===== src/hdl/u16u8_pkg.sv =====
// types, constants and byte formatting shared by the utf-16 to utf-8 transcoder
// no dependencies
package u16u8_pkg;

    localparam int UNIT_W  = 16;
    localparam int BYTE_W  = 8;
    localparam int POINT_W = 21;
    localparam int TEN_W   = 10;
    localparam int TAG_W   = UNIT_W - TEN_W;

    localparam logic [TAG_W-1:0]   HIGH_TAG     = 6'h36;
    localparam logic [TAG_W-1:0]   LOW_TAG      = 6'h37;
    localparam logic [UNIT_W-1:0]  PAD_UNIT     = 16'hFFFF;
    localparam logic [POINT_W-1:0] REPLACE_CHAR = 21'h00003F;
    localparam logic [POINT_W-1:0] PLANE_BASE   = 21'h010000;

    // index of the final byte: 0 for one byte up to 3 for four bytes
    localparam logic [1:0] LAST_ONE   = 2'd0;
    localparam logic [1:0] LAST_TWO   = 2'd1;
    localparam logic [1:0] LAST_THREE = 2'd2;
    localparam logic [1:0] LAST_FOUR  = 2'd3;

    typedef struct packed {
        logic [POINT_W-1:0] point;
        logic [1:0]         last_idx;
    } t_cmd;

    function automatic logic [BYTE_W-1:0] cont_byte(input logic [5:0] bits);
        return {2'b10, bits};
    endfunction

    function automatic logic [BYTE_W-1:0] encode_byte(
        input logic [POINT_W-1:0] point,
        input logic [1:0]         last_idx,
        input logic [1:0]         idx
    );
        logic [BYTE_W-1:0] b;
        b = 8'h00;
        unique case (last_idx)
            LAST_ONE: begin
                b = {1'b0, point[6:0]};
            end
            LAST_TWO: begin
                b = (idx == 2'd0) ? {3'b110, point[10:6]} : cont_byte(point[5:0]);
            end
            LAST_THREE: begin
                unique case (idx)
                    2'd0:    b = {4'b1110, point[15:12]};
                    2'd1:    b = cont_byte(point[11:6]);
                    default: b = cont_byte(point[5:0]);
                endcase
            end
            default: begin
                unique case (idx)
                    2'd0:    b = {5'b11110, point[20:18]};
                    2'd1:    b = cont_byte(point[17:12]);
                    2'd2:    b = cont_byte(point[11:6]);
                    default: b = cont_byte(point[5:0]);
                endcase
            end
        endcase
        return b;
    endfunction

endpackage


===== src/hdl/u16u8_unit_if.sv =====
// valid/ready channel carrying one utf-16 code unit per beat
// depends on u16u8_pkg
interface u16u8_unit_if
    import u16u8_pkg::*;
();
    logic              valid;
    logic              ready;
    logic [UNIT_W-1:0] code_unit;

    modport source (output valid, output code_unit, input ready);
    modport sink   (input valid, input code_unit, output ready);
endinterface


===== src/hdl/u16u8_byte_if.sv =====
// valid/ready channel carrying one utf-8 byte and its final flag per beat
// depends on u16u8_pkg
interface u16u8_byte_if
    import u16u8_pkg::*;
();
    logic              valid;
    logic              ready;
    logic [BYTE_W-1:0] out_byte;
    logic              final_byte;

    modport source (output valid, output out_byte, output final_byte, input ready);
    modport sink   (input valid, input out_byte, input final_byte, output ready);
endinterface


===== src/hdl/u16u8_front.sv =====
// front end: accepts code units, pairs surrogates, pushes encode commands
// depends on u16u8_pkg
module u16u8_front
    import u16u8_pkg::*;
(
    input  logic              i_clk,
    input  logic              i_rst_n,
    input  logic              i_cfg_we,
    input  logic              i_cfg_wdata,
    input  logic              i_valid,
    input  logic [UNIT_W-1:0] i_code_unit,
    output logic              o_ready,
    output logic              o_push,
    output t_cmd              o_cmd,
    input  logic              i_push_ready
);
    logic             r_skip, n_skip;
    logic             r_pend, n_pend;
    logic [TEN_W-1:0] r_high, n_high;

    logic [TAG_W-1:0] tag;
    logic             accept;
    logic             want_push;

    assign tag     = i_code_unit[UNIT_W-1:TEN_W];
    assign o_ready = i_push_ready;
    assign accept  = i_valid && i_push_ready;
    assign o_push  = accept && want_push;

    always_comb begin
        n_skip    = i_cfg_we ? i_cfg_wdata : r_skip;
        n_pend    = r_pend;
        n_high    = r_high;
        want_push = 1'b0;
        o_cmd     = '{point: REPLACE_CHAR, last_idx: LAST_ONE};
        priority if (r_pend) begin
            want_push = 1'b1;
            if (accept) begin
                n_pend = 1'b0;
                n_high = '0;
            end
            if (tag == LOW_TAG) begin
                o_cmd.point    = {1'b0, r_high, i_code_unit[TEN_W-1:0]} + PLANE_BASE;
                o_cmd.last_idx = LAST_FOUR;
            end
        end else if (r_skip && i_code_unit == PAD_UNIT) begin
            want_push = 1'b0;
        end else if (tag == HIGH_TAG) begin
            if (accept) begin
                n_pend = 1'b1;
                n_high = i_code_unit[TEN_W-1:0];
            end
        end else begin
            want_push   = 1'b1;
            o_cmd.point = {5'd0, i_code_unit};
            priority if (i_code_unit < 16'h0080) begin
                o_cmd.last_idx = LAST_ONE;
            end else if (i_code_unit < 16'h0800) begin
                o_cmd.last_idx = LAST_TWO;
            end else begin
                o_cmd.last_idx = LAST_THREE;
            end
        end
    end

    always_ff @(posedge i_clk) begin
        if (!i_rst_n) begin
            r_skip <= 1'b1;
            r_pend <= 1'b0;
            r_high <= '0;
        end else begin
            r_skip <= n_skip;
            r_pend <= n_pend;
            r_high <= n_high;
        end
    end
endmodule


===== src/hdl/u16u8_queue.sv =====
// small command queue between front and back ends
// depends on u16u8_pkg
module u16u8_queue
    import u16u8_pkg::*;
#(
    parameter int DEPTH = 4
) (
    input  logic i_clk,
    input  logic i_rst_n,
    input  logic i_push,
    input  t_cmd i_cmd,
    output logic o_push_ready,
    input  logic i_pop,
    output logic o_head_valid,
    output t_cmd o_head
);
    localparam int AW = $clog2(DEPTH);
    localparam int CW = $clog2(DEPTH + 1);
    localparam logic [AW-1:0] LAST_PTR  = AW'(DEPTH - 1);
    localparam logic [CW-1:0] FULL_CNT  = CW'(DEPTH);

    t_cmd          r_mem [DEPTH];
    logic [AW-1:0] r_wr, n_wr;
    logic [AW-1:0] r_rd, n_rd;
    logic [CW-1:0] r_cnt, n_cnt;

    assign o_push_ready = (r_cnt != FULL_CNT);
    assign o_head_valid = (r_cnt != '0);
    assign o_head       = r_mem[r_rd];

    always_comb begin
        n_wr  = r_wr;
        n_rd  = r_rd;
        n_cnt = r_cnt;
        if (i_push) begin
            n_wr = (r_wr == LAST_PTR) ? '0 : r_wr + 1'b1;
        end
        if (i_pop) begin
            n_rd = (r_rd == LAST_PTR) ? '0 : r_rd + 1'b1;
        end
        unique case ({i_push, i_pop})
            2'b10:   n_cnt = r_cnt + 1'b1;
            2'b01:   n_cnt = r_cnt - 1'b1;
            default: n_cnt = r_cnt;
        endcase
    end

    always_ff @(posedge i_clk) begin
        if (i_push) begin
            r_mem[r_wr] <= i_cmd;
        end
    end

    always_ff @(posedge i_clk) begin
        if (!i_rst_n) begin
            r_wr  <= '0;
            r_rd  <= '0;
            r_cnt <= '0;
        end else begin
            r_wr  <= n_wr;
            r_rd  <= n_rd;
            r_cnt <= n_cnt;
        end
    end
endmodule


===== src/hdl/u16u8_back.sv =====
// back end: walks each command byte by byte into the output register
// depends on u16u8_pkg
module u16u8_back
    import u16u8_pkg::*;
(
    input  logic              i_clk,
    input  logic              i_rst_n,
    input  logic              i_head_valid,
    input  t_cmd              i_head,
    output logic              o_pop,
    output logic              o_valid,
    output logic [BYTE_W-1:0] o_out_byte,
    output logic              o_final_byte,
    input  logic              i_ready
);
    logic              r_valid, n_valid;
    logic [1:0]        r_idx, n_idx;
    logic [BYTE_W-1:0] r_byte;
    logic              r_final;

    logic load;
    logic last;

    assign load  = i_head_valid && (!r_valid || i_ready);
    assign last  = (r_idx == i_head.last_idx);
    assign o_pop = load && last;

    assign o_valid      = r_valid;
    assign o_out_byte   = r_byte;
    assign o_final_byte = r_final;

    always_comb begin
        n_valid = r_valid;
        n_idx   = r_idx;
        if (load) begin
            n_valid = 1'b1;
            n_idx   = last ? 2'd0 : r_idx + 2'd1;
        end else if (i_ready) begin
            n_valid = 1'b0;
        end
    end

    always_ff @(posedge i_clk) begin
        if (load) begin
            r_byte  <= encode_byte(i_head.point, i_head.last_idx, r_idx);
            r_final <= last;
        end
    end

    always_ff @(posedge i_clk) begin
        if (!i_rst_n) begin
            r_valid <= 1'b0;
            r_idx   <= 2'd0;
        end else begin
            r_valid <= n_valid;
            r_idx   <= n_idx;
        end
    end
endmodule


===== src/hdl/utf16_to_utf8_transcoder.sv =====
// utf-16 to utf-8 transcoder top level: front end, command queue, back end
// each encode command is written into the queue, then its bytes into the output register
// throughput: one byte per cycle while a command is queued and the byte sink is ready;
//   a command gives 1 to 4 bytes, units with no output push nothing, QUEUE_DEPTH commands buffer
// synchronous active-low reset: skip_padding set, held surrogate dropped, queue emptied
// depends on u16u8_pkg, u16u8_unit_if, u16u8_byte_if, u16u8_front, u16u8_queue, u16u8_back
module utf16_to_utf8_transcoder
    import u16u8_pkg::*;
#(
    parameter int QUEUE_DEPTH = 4
) (
    input  logic         i_clk,
    input  logic         i_rst_n,
    input  logic         i_cfg_we,
    input  logic         i_cfg_wdata,
    u16u8_unit_if.sink   i_unit,
    u16u8_byte_if.source o_byte
);
    logic push;
    logic push_ready;
    t_cmd cmd;
    logic pop;
    logic head_valid;
    t_cmd head;

    u16u8_front u_front (
        .i_clk        (i_clk),
        .i_rst_n      (i_rst_n),
        .i_cfg_we     (i_cfg_we),
        .i_cfg_wdata  (i_cfg_wdata),
        .i_valid      (i_unit.valid),
        .i_code_unit  (i_unit.code_unit),
        .o_ready      (i_unit.ready),
        .o_push       (push),
        .o_cmd        (cmd),
        .i_push_ready (push_ready)
    );

    u16u8_queue #(
        .DEPTH (QUEUE_DEPTH)
    ) u_queue (
        .i_clk        (i_clk),
        .i_rst_n      (i_rst_n),
        .i_push       (push),
        .i_cmd        (cmd),
        .o_push_ready (push_ready),
        .i_pop        (pop),
        .o_head_valid (head_valid),
        .o_head       (head)
    );

    u16u8_back u_back (
        .i_clk        (i_clk),
        .i_rst_n      (i_rst_n),
        .i_head_valid (head_valid),
        .i_head       (head),
        .o_pop        (pop),
        .o_valid      (o_byte.valid),
        .o_out_byte   (o_byte.out_byte),
        .o_final_byte (o_byte.final_byte),
        .i_ready      (o_byte.ready)
    );
endmodule


===== src/flat_wrapper.sv =====
// flat-port wrapper written by rule: the top's interface ports become plain ports
module utf16_to_utf8_transcoder_flat import u16u8_pkg::*;
#(
    parameter int QUEUE_DEPTH = 4
)
  (i_clk, i_rst_n, i_cfg_we, i_cfg_wdata, i_unit_valid, i_unit_code_unit, i_unit_ready, o_byte_valid, o_byte_out_byte, o_byte_final_byte, o_byte_ready);
  u16u8_unit_if i_unit_i ();
  u16u8_byte_if o_byte_i ();
  input  logic i_clk;
  input  logic i_rst_n;
  input  logic i_cfg_we;
  input  logic i_cfg_wdata;
  input wire logic [$bits(i_unit_i.valid)-1:0] i_unit_valid;
  input wire logic [$bits(i_unit_i.code_unit)-1:0] i_unit_code_unit;
  output wire logic [$bits(i_unit_i.ready)-1:0] i_unit_ready;
  output wire logic [$bits(o_byte_i.valid)-1:0] o_byte_valid;
  output wire logic [$bits(o_byte_i.out_byte)-1:0] o_byte_out_byte;
  output wire logic [$bits(o_byte_i.final_byte)-1:0] o_byte_final_byte;
  input wire logic [$bits(o_byte_i.ready)-1:0] o_byte_ready;
  assign i_unit_i.valid = i_unit_valid;
  assign i_unit_i.code_unit = i_unit_code_unit;
  assign i_unit_ready = i_unit_i.ready;
  assign o_byte_valid = o_byte_i.valid;
  assign o_byte_out_byte = o_byte_i.out_byte;
  assign o_byte_final_byte = o_byte_i.final_byte;
  assign o_byte_i.ready = o_byte_ready;
  utf16_to_utf8_transcoder #(.QUEUE_DEPTH(QUEUE_DEPTH)) u_core (.i_clk(i_clk), .i_rst_n(i_rst_n), .i_cfg_we(i_cfg_we), .i_cfg_wdata(i_cfg_wdata), .i_unit(i_unit_i), .o_byte(o_byte_i));
endmodule

===== config.mk =====
export PLATFORM = sky130hd
export DESIGN_NAME = utf16_to_utf8_transcoder_flat
export DESIGN_NICKNAME = d
export VERILOG_FILES = /design/src/hdl/u16u8_pkg.sv /design/src/hdl/u16u8_unit_if.sv /design/src/hdl/u16u8_byte_if.sv /design/src/hdl/u16u8_front.sv /design/src/hdl/u16u8_queue.sv /design/src/hdl/u16u8_back.sv /design/src/hdl/utf16_to_utf8_transcoder.sv /design/src/flat_wrapper.sv
export SDC_FILE = /design/constraint.sdc
export NUM_CORES = 1
export LEC_CHECK = 0
export ABC_AREA = 1
export ABC_CLOCK_PERIOD_IN_PS = 8150
export BUFFER_PORTS_ARGS = -buffer_cell sky130_fd_sc_hd__buf_2
export CAP_MARGIN = 20
export CORE_AREA = 8 8 109 111
export DETAILED_ROUTE_END_ITERATION = 12
export DIE_AREA = 0 0 117 119
export GPL_TIMING_DRIVEN = 0
export PLACE_DENSITY = 0.77
export SLEW_MARGIN = 30
export SYNTH_ARGS = -nofsm -noshare
export SYNTH_HDL_FRONTEND = slang
export SYNTH_SLANG_ARGS = --single-unit

===== constraint.sdc =====
create_clock -name i_clk -period 8.15 [get_ports i_clk]
set_input_delay 1.63 -clock i_clk [delete_from_list [all_inputs] [get_ports i_clk]]
set_output_delay 1.63 -clock i_clk [all_outputs]
set_load 0.02 [all_outputs]

## Word-level counts from Yosys, hierarchy flattened

Memories as Yosys holds them, arrays and structs flattened. A register that Yosys moved wholly into a read port is not among the register bits.
Index checks and enable logic that the tools add are counted.

- Flip-flop bits (word level): 31
- Output and inout port bits: 11
- Memories kept: 1
- Input bits: 22
- RAM bits: 92
- Word-level logic and storage cells: 80

- Equality and inequality tests: 14
- Reduce and logical (&&, ||, !) cells: 14
- Add/subtract/negate cells: 6
- Mux-type cells: 33
- Order comparisons: 2

Memories:

| name | depth | bits a word | rd ports | clocked after Yosys merged registers in | write ports | RTL line | RTL |
|---|---|---|---|---|---|---|---|
| u_core.u_queue.r_mem | 4 | 23 | 1 | 1 | 1 | u16u8_queue.sv:22 | `t_cmd r_mem [DEPTH];` |

Operators with widths:

| kind | count |
|---|---|
| two-way mux 10 bit | 5 |
| two-way mux 23 bit | 2 |
| two-way mux 18 bit | 2 |
| one-hot mux 8 bit (3 select lines) | 1 |
| adder 20 x 17 -> 21 bit, second input constant | 1 |
| one-hot mux 7 bit (3 select lines) | 1 |
| == test 16 bit, second input constant | 1 |
| < comparator 16 x 12 -> 1 bit, second input constant | 1 |
| < comparator 16 x 8 -> 1 bit, second input constant | 1 |
| two-way mux 2 bit | 7 |
| one-hot mux 7 bit (2 select lines) | 1 |
| == test 6 bit, second input constant | 2 |
| two-way mux 1 bit | 12 |
| == test 2 bit, second input constant | 5 |
| two-way mux 7 bit | 1 |
| adder 2 x 1 -> 2 bit, second input constant | 3 |
| == test 2 x 1 -> 1 bit, second input constant | 3 |
| one-hot mux 3 bit (2 select lines) | 1 |
| nonzero test 2 bit | 3 |
| logical AND 1 bit | 5 |
| zero test 2 bit | 2 |
| adder 3 x 1 -> 3 bit, second input constant | 1 |
| inequality test 3 bit, second input constant | 1 |
| AND reduction 3 bit | 1 |
| other kinds (6) | 6 |

## Logic depth before layout (Yosys ltp)

- Depth after elaboration: 7
- Depth in mapped cells: 17
- Depth with buffers taken out: 15

## Cells and area by module

From an unflattened synthesis, not the netlist that was laid out.

- Cells, all modules: 638
- Area total of the unflattened synthesis: 6359.8 um^2

By module, submodules not included:

| module | seq. area each (um^2) | area an instance (um^2) | cells each | instances |
|---|---|---|---|---|
| u16u8_queue | 2942.8 | 4200.3 | 282 | 1 |
| u16u8_back | 330.3 | 1084.8 | 174 | 1 |
| u16u8_front | 240.2 | 1074.8 | 182 | 1 |

## Worst setup path after synthesis

OpenSTA, ideal clock, no wires.

- Path kind: input port to flip-flop
- Start point: input port i_unit_code_unit[14]
- End point: memory u_core.u_queue.r_mem[0][0] (netlist name) (enable)
- Stages: 7
- Path buffers: 0
- Library setup time: 403 ps
- Slack: 4479 ps
- Arrival time: 3268 ps
- Data required time: 7747 ps
- Path through: nand2_1 > inv_1 > nand4_1 > o21ai_2 > nand2_1 > nand2_1 > nor2_1

- Cells in the longest elaborated chain, start to end: 7
- Elaborated cells on any way between the ends: 9
- Classes of those cells: 2 x eq/ne; 5 x mux; 2 x reduce/logical

Ends and longest elaborated chain:

| what | RTL line | RTL |
|---|---|---|
| from (decl) | flat_wrapper.sv:14 | `input wire logic [$bits(i_unit_i.code_unit)-1:0] i_unit_code_unit;` |
| == test 16 bit or == test 6 bit (tied branches) | u16u8_front.sv:46, u16u8_front.sv:48 |  |
| logical AND 1 bit or two-way mux 1 bit (tied branches) | u16u8_front.sv:46, u16u8_front.sv:48 |  |
| two-way mux 1 bit * | u16u8_front.sv:46 | `end else if (r_skip && i_code_unit == PAD_UNIT) begin` |
| two-way mux 1 bit * | u16u8_front.sv:36 | `priority if (r_pend) begin` |
| logical AND 1 bit * | u16u8_front.sv:28 | `assign o_push = accept && want_push;` |
| two-way mux 1 bit * | u16u8_queue.sv:49 | `if (i_push) begin` |
| two-way mux 1 bit (not written as such) * | u16u8_queue.sv:50 | `r_mem[r_wr] <= i_cmd;` |
| to (decl) | u16u8_queue.sv:22 |  |

Mark *: on every way between the ends. The rest lies on a longest branch, timed or not.

## Final worst setup path

- Start point: input port i_unit_code_unit[14]
- End point: register u_core.u_queue.r_cnt[2]

- Cells in the longest elaborated chain, start to end: 7
- Elaborated cells on any way between the ends: 11
- Classes of those cells: 4 x eq/ne; 4 x mux; 3 x reduce/logical

Ends and longest elaborated chain:

| what | RTL line | RTL |
|---|---|---|
| == test 16 bit or == test 6 bit (tied branches) | u16u8_front.sv:46, u16u8_front.sv:48 |  |
| logical AND 1 bit or two-way mux 1 bit (tied branches) | u16u8_front.sv:46, u16u8_front.sv:48 |  |
| two-way mux 1 bit * | u16u8_front.sv:46 |  |
| two-way mux 1 bit * | u16u8_front.sv:36 |  |
| logical AND 1 bit * | u16u8_front.sv:28 |  |
| == test 2 x 1 -> 1 bit or == test 2 bit (tied branches) | u16u8_queue.sv:41 | `unique case ({i_push, i_pop})` |
| one-hot mux 3 bit (2 select lines) or nonzero test 2 bit (tied branches) | n/a |  |
| to (signal assigned) | u16u8_queue.sv:62 | `r_cnt <= n_cnt;` |
| to (decl) | u16u8_queue.sv:25 | `logic [CW-1:0] r_cnt, n_cnt;` |

Marked as above.
A chain may end at the register's enable or synchronous reset.

==> flow_summary_export.csv <==
group,metric,value,unit
route,via_per_inst,5.591,
setup_path,worst_ep_arrival_time,3970,ps
power,power,2.206,mW
synth,synth_warnings,0,
sta,fin_crit_sh,43.76,%
power,power.switching,0.7931,mW
power,p_per_area,317.9,mW/mm2
floorplanning,fp.dieH,119,um
place,dp_hpwl,9544,um
power,power_frac_seq,36.8,%
sta,fmaxAchievable,280.4,MHz
synth,post_synth_num_cell_types,38,
finish,fin_nets,708,
global_route,grt_max_degree,21,
route,firstDrtPassIters,5,
synth,synthFlopType,"edfxtp_1",
place,dpl.cell_count,790,
synth,syn_avg_cell_area,9.575,um2
setup_path,rrSetupSlack,5480,ps
global_route,grt_use_met3,5.508,%
setup_path,path_class,"input pin to flop",
sta,finalWorstSetupSlack,4583,ps
global_route,grt_pass1_vias,4523,
global_route,gr-usage-met2,33.99,%
worst_hold_path,holdCritPathClass,"flop to flop",
global_route,gr-usage-met1,23.60,%
clocking,ctsResizeCount,0,
synth,synthTopCellsByArea,"edfxtp_1 (51%), nand2_1 (13%), dfxtp_1 (8.1%), nand3_1 (6.2%), inv_1 (2.7%)",
floorplanning,design.core.area,0.01009,mm2
place,port_buffers,31,
route,drc,0,
sta,maxSlewViolCount,0,
clocking,cts_tree,"done",
clocking,hold_buffers,0,
floorplanning,start_util,58.73,%
route,detail-route-antenna-nets,0,
clocking,cts_setup_buffers,0,
finish,drive_gt1_share,15.60,%
sta,finalSetupTns,0,ps
power,switching_share,35.95,%
synth,syn_inst,619,
sta,rsz0062_at_grt,"false",
power,power.internal,1.413,mW
setup_path,r2r_end,"u_core.u_queue.r_cnt[2]",
worst_hold_path,worstHoldStart,"u_core.u_front.r_high[5]",
sta,hold_viol,0,
sta,setup_viol,0,
place,post-place-ws,4075,ps
setup_path,critPathMaxFanout,6,
clocking,root_buffer,"clkbuf_8",
setup_path,reg2reg_depth,17,
setup_path,crit_chain,"buf_2, nand2_1, inv_1, nand4_1, o21ai_2, nand2_1, nand2_1, ha_1, inv_1, fa_1, a21oi_1, o21ai_0, o21ai_0, a21oi_1",
synth,yosysSeqAreaShare,59.28,%
setup_path,worst_path_most_repeated_cell,"nand2_1",
power,comb_power_share,32.6,%
worst_hold_path,hold_depth,2,
setup_path,crit_buf_inv,3,
place,routabilityCongestion,0.8956,
synth,synth-async-reset-ratio,0,%
setup_path,slowest_delay,380,ps
sta,relSlewSlack,59.69,%
power,max-vdd-ir-drop,172.9,uV
floorplanning,die_w,117,um
finish,diodes,0,
sta,worst_pin_slew,600.6,ps
power,p_clk_share,30.7,%
finish,fin_util,68.77,%
global_route,antenna_found_initial,0,
clocking,clock-sinks,125,
synth,synth_fp_nets,654,
setup_path,required,8550,ps
power,total_leakage_power,2.765,nW
setup_path,worst_path_max_delay_cell,"fa_1",
clocking,clockBufferDepth,2,
global_route,grtUsageTotal,20.64,%
clocking,cts_max_level,4,
global_route,overflow,0,
route,drt_iter0_drc,415,
synth,syn_area,0.005927,mm2
worst_hold_path,min_to,"u_core.u_front.r_high[5]",
synth,ys_seq_elements,125,
finish,final_cells,822,
setup_path,path_delay_family,"simple AND/OR/NAND/NOR gates",
synth,netlist.area_leader.share,51.17,%
sta,min_period,3567,ps
global_route,grt_pass1_wl,21710,um
clocking,clk_pin_slew,60,ps
sta,skew,8.362,ps
finish,areaGrowthSynthToFinish,17.10,%
route,wl_per_cell,16.84,um
synth,synth_edf_count,101,
route,vias,4596,
synth,yosysTopAreaCell,"edfxtp_1",
floorplanning,die_area,0.01392,mm2
run_status,status,"complete, no violations",
route,wl,13840,um
run,cap_violations,0,
setup_path,worstSetupStartpointType,"input pin",
setup_path,worst_setup_path_end_kind,"flop",
global_route,busiest_layer,"met2",
floorplanning,row_count,37,
clocking,numCtsBuffers,17,
floorplanning,pin_count,33,
clocking,clk_latency,520,ps
[tightest hold or removal path: cells and delay by family (launching register included)]
family           cells  cell delay, ps
AO/OA/AOI/OAI        1              50
flip-flops           1             310
AND/OR/NAND/NOR      1              60
[logic make-up (layout without fill, tap and decap cells)]
| kind of cell | after synthesis | after routing | share of synthesized area (%) |
|---|---|---|---|
| compound gates | 58 | 58 | 5.362 |
| flops | 125 | 125 | 59.28 |
| buf+inv | 70 | 137 | 5.467 |
| xor+xnor | 2 | 2 | 0.2956 |
| simple gates | 351 | 351 | 26.73 |
| fa+ha+maj | 13 | 13 | 2.871 |
[layer usage]
layer,share of wire [%],vias to the layer above
li1,-,2205
met1,40,2141
met2,49,212
met3,7.5,38
met4,3.1,0
met5,0,-
[synthesized netlist by cell type, types with 3 or more instances]
master / number
a21oi_1: 30
and3_1: 4
buf_2: 7
buf_6: 6
clkbuf_1: 6
dfxtp_1: 24
edfxtp_1: 101
ha_1: 12
inv_1: 43
inv_2: 4
nand2_1: 198
nand2_2: 4
nand2_4: 5
nand3_1: 73
nand3_4: 3
nand3b_1: 4
nand4_1: 7
nor2_1: 42
nor3_1: 4
o21ai_0: 18
o21ai_1: 3
[cell usage in the layout (no fill, tap or decap), drive strengths merged]
cell	n
nand2	207
edfxtp	101
nand3	77
buf	51
inv	48
nor2	44
a21oi	30
dfxtp	24
clkbuf	23
o21ai	22
ha	12
clkinvlp	8
nand4	7
clkinv	6
nor3	5
and3	4
nand3b	4
o211ai	3
xor2	2
nor3b	2
a31oi	2
nor4	1
o31ai	1
fa	1
bufinv	1
[sequential cells by signal, indices dropped and copies added (netlist names), named ones only]
name,cells
u_core.u_back.o_valid,1
u_core.u_front.r_pend,1
u_core.u_back.o_final_byte,1
u_core.u_queue.r_rd,2
u_core.u_back.o_out_byte,8
u_core.u_queue.r_cnt,3
u_core.u_front.r_skip,1
u_core.u_queue.r_wr,2
u_core.u_front.r_high,10
u_core.u_back.r_idx,2
u_core.u_queue.r_mem,92
[cell type report]
| cell class | instances | area, um2 |
|---|---|---|
| Sequential cell | 125 | 3513 |
| Clock buffer | 17 | 414.1 |
| Clock inverter | 15 | 125.1 |
| Timing Repair Buffer | 35 | 265.3 |
| Multi-Input combinational cell | 424 | 2128 |
| Tap cell | 136 | 170.2 |
| Fill cell | 756 | 3152 |
| Buffer | 22 | 143.9 |
| Inverter | 48 | 180.2 |
[power groups by stage]
stage	clock network (mW)	registers, mW	logic (mW)
2_1_floorplan	0	0.852	0.471
3_3_place_gp	0	0.822	0.672
3_5_place_dp	0	0.824	0.701
4_1_cts	0.679	0.811	0.708
5_1_grt	0.702	0.818	0.797
6_report	0.677	0.811	0.719
[metrics by stage]
step / hold WS, ps / area [um2]
5_1_grt: 479.6 / 6940
3_5_place_dp: 453.8 / 6392
2_1_floorplan: 440.6 / 5927
4_1_cts: 462.8 / 6932
3_3_place_gp: 453.2 / 6252
6_report: 460.0 / 6940
[worst max-delay path by stage]
| stage | end | slack [ps] | cells past startpoint | startpoint |
|---|---|---|---|---|
| after floorplan | u_core.u_queue.r_mem[0][0] | 4480 | 7 | i_unit_code_unit[14] |
| after global placement | u_core.u_queue.r_mem[3][17] | 3490 | 8 | i_unit_code_unit[14] |
| after detailed placement | u_core.u_queue.r_cnt[2] | 4070 | 14 | i_unit_code_unit[14] |
| after CTS | u_core.u_queue.r_cnt[2] | 4600 | 14 | i_unit_code_unit[14] |
| after global routing | u_core.u_queue.r_cnt[2] | 4390 | 14 | i_unit_code_unit[14] |
| final | u_core.u_queue.r_cnt[2] | 4580 | 14 | i_unit_code_unit[14] |
(Power assumes the default switching activity.)
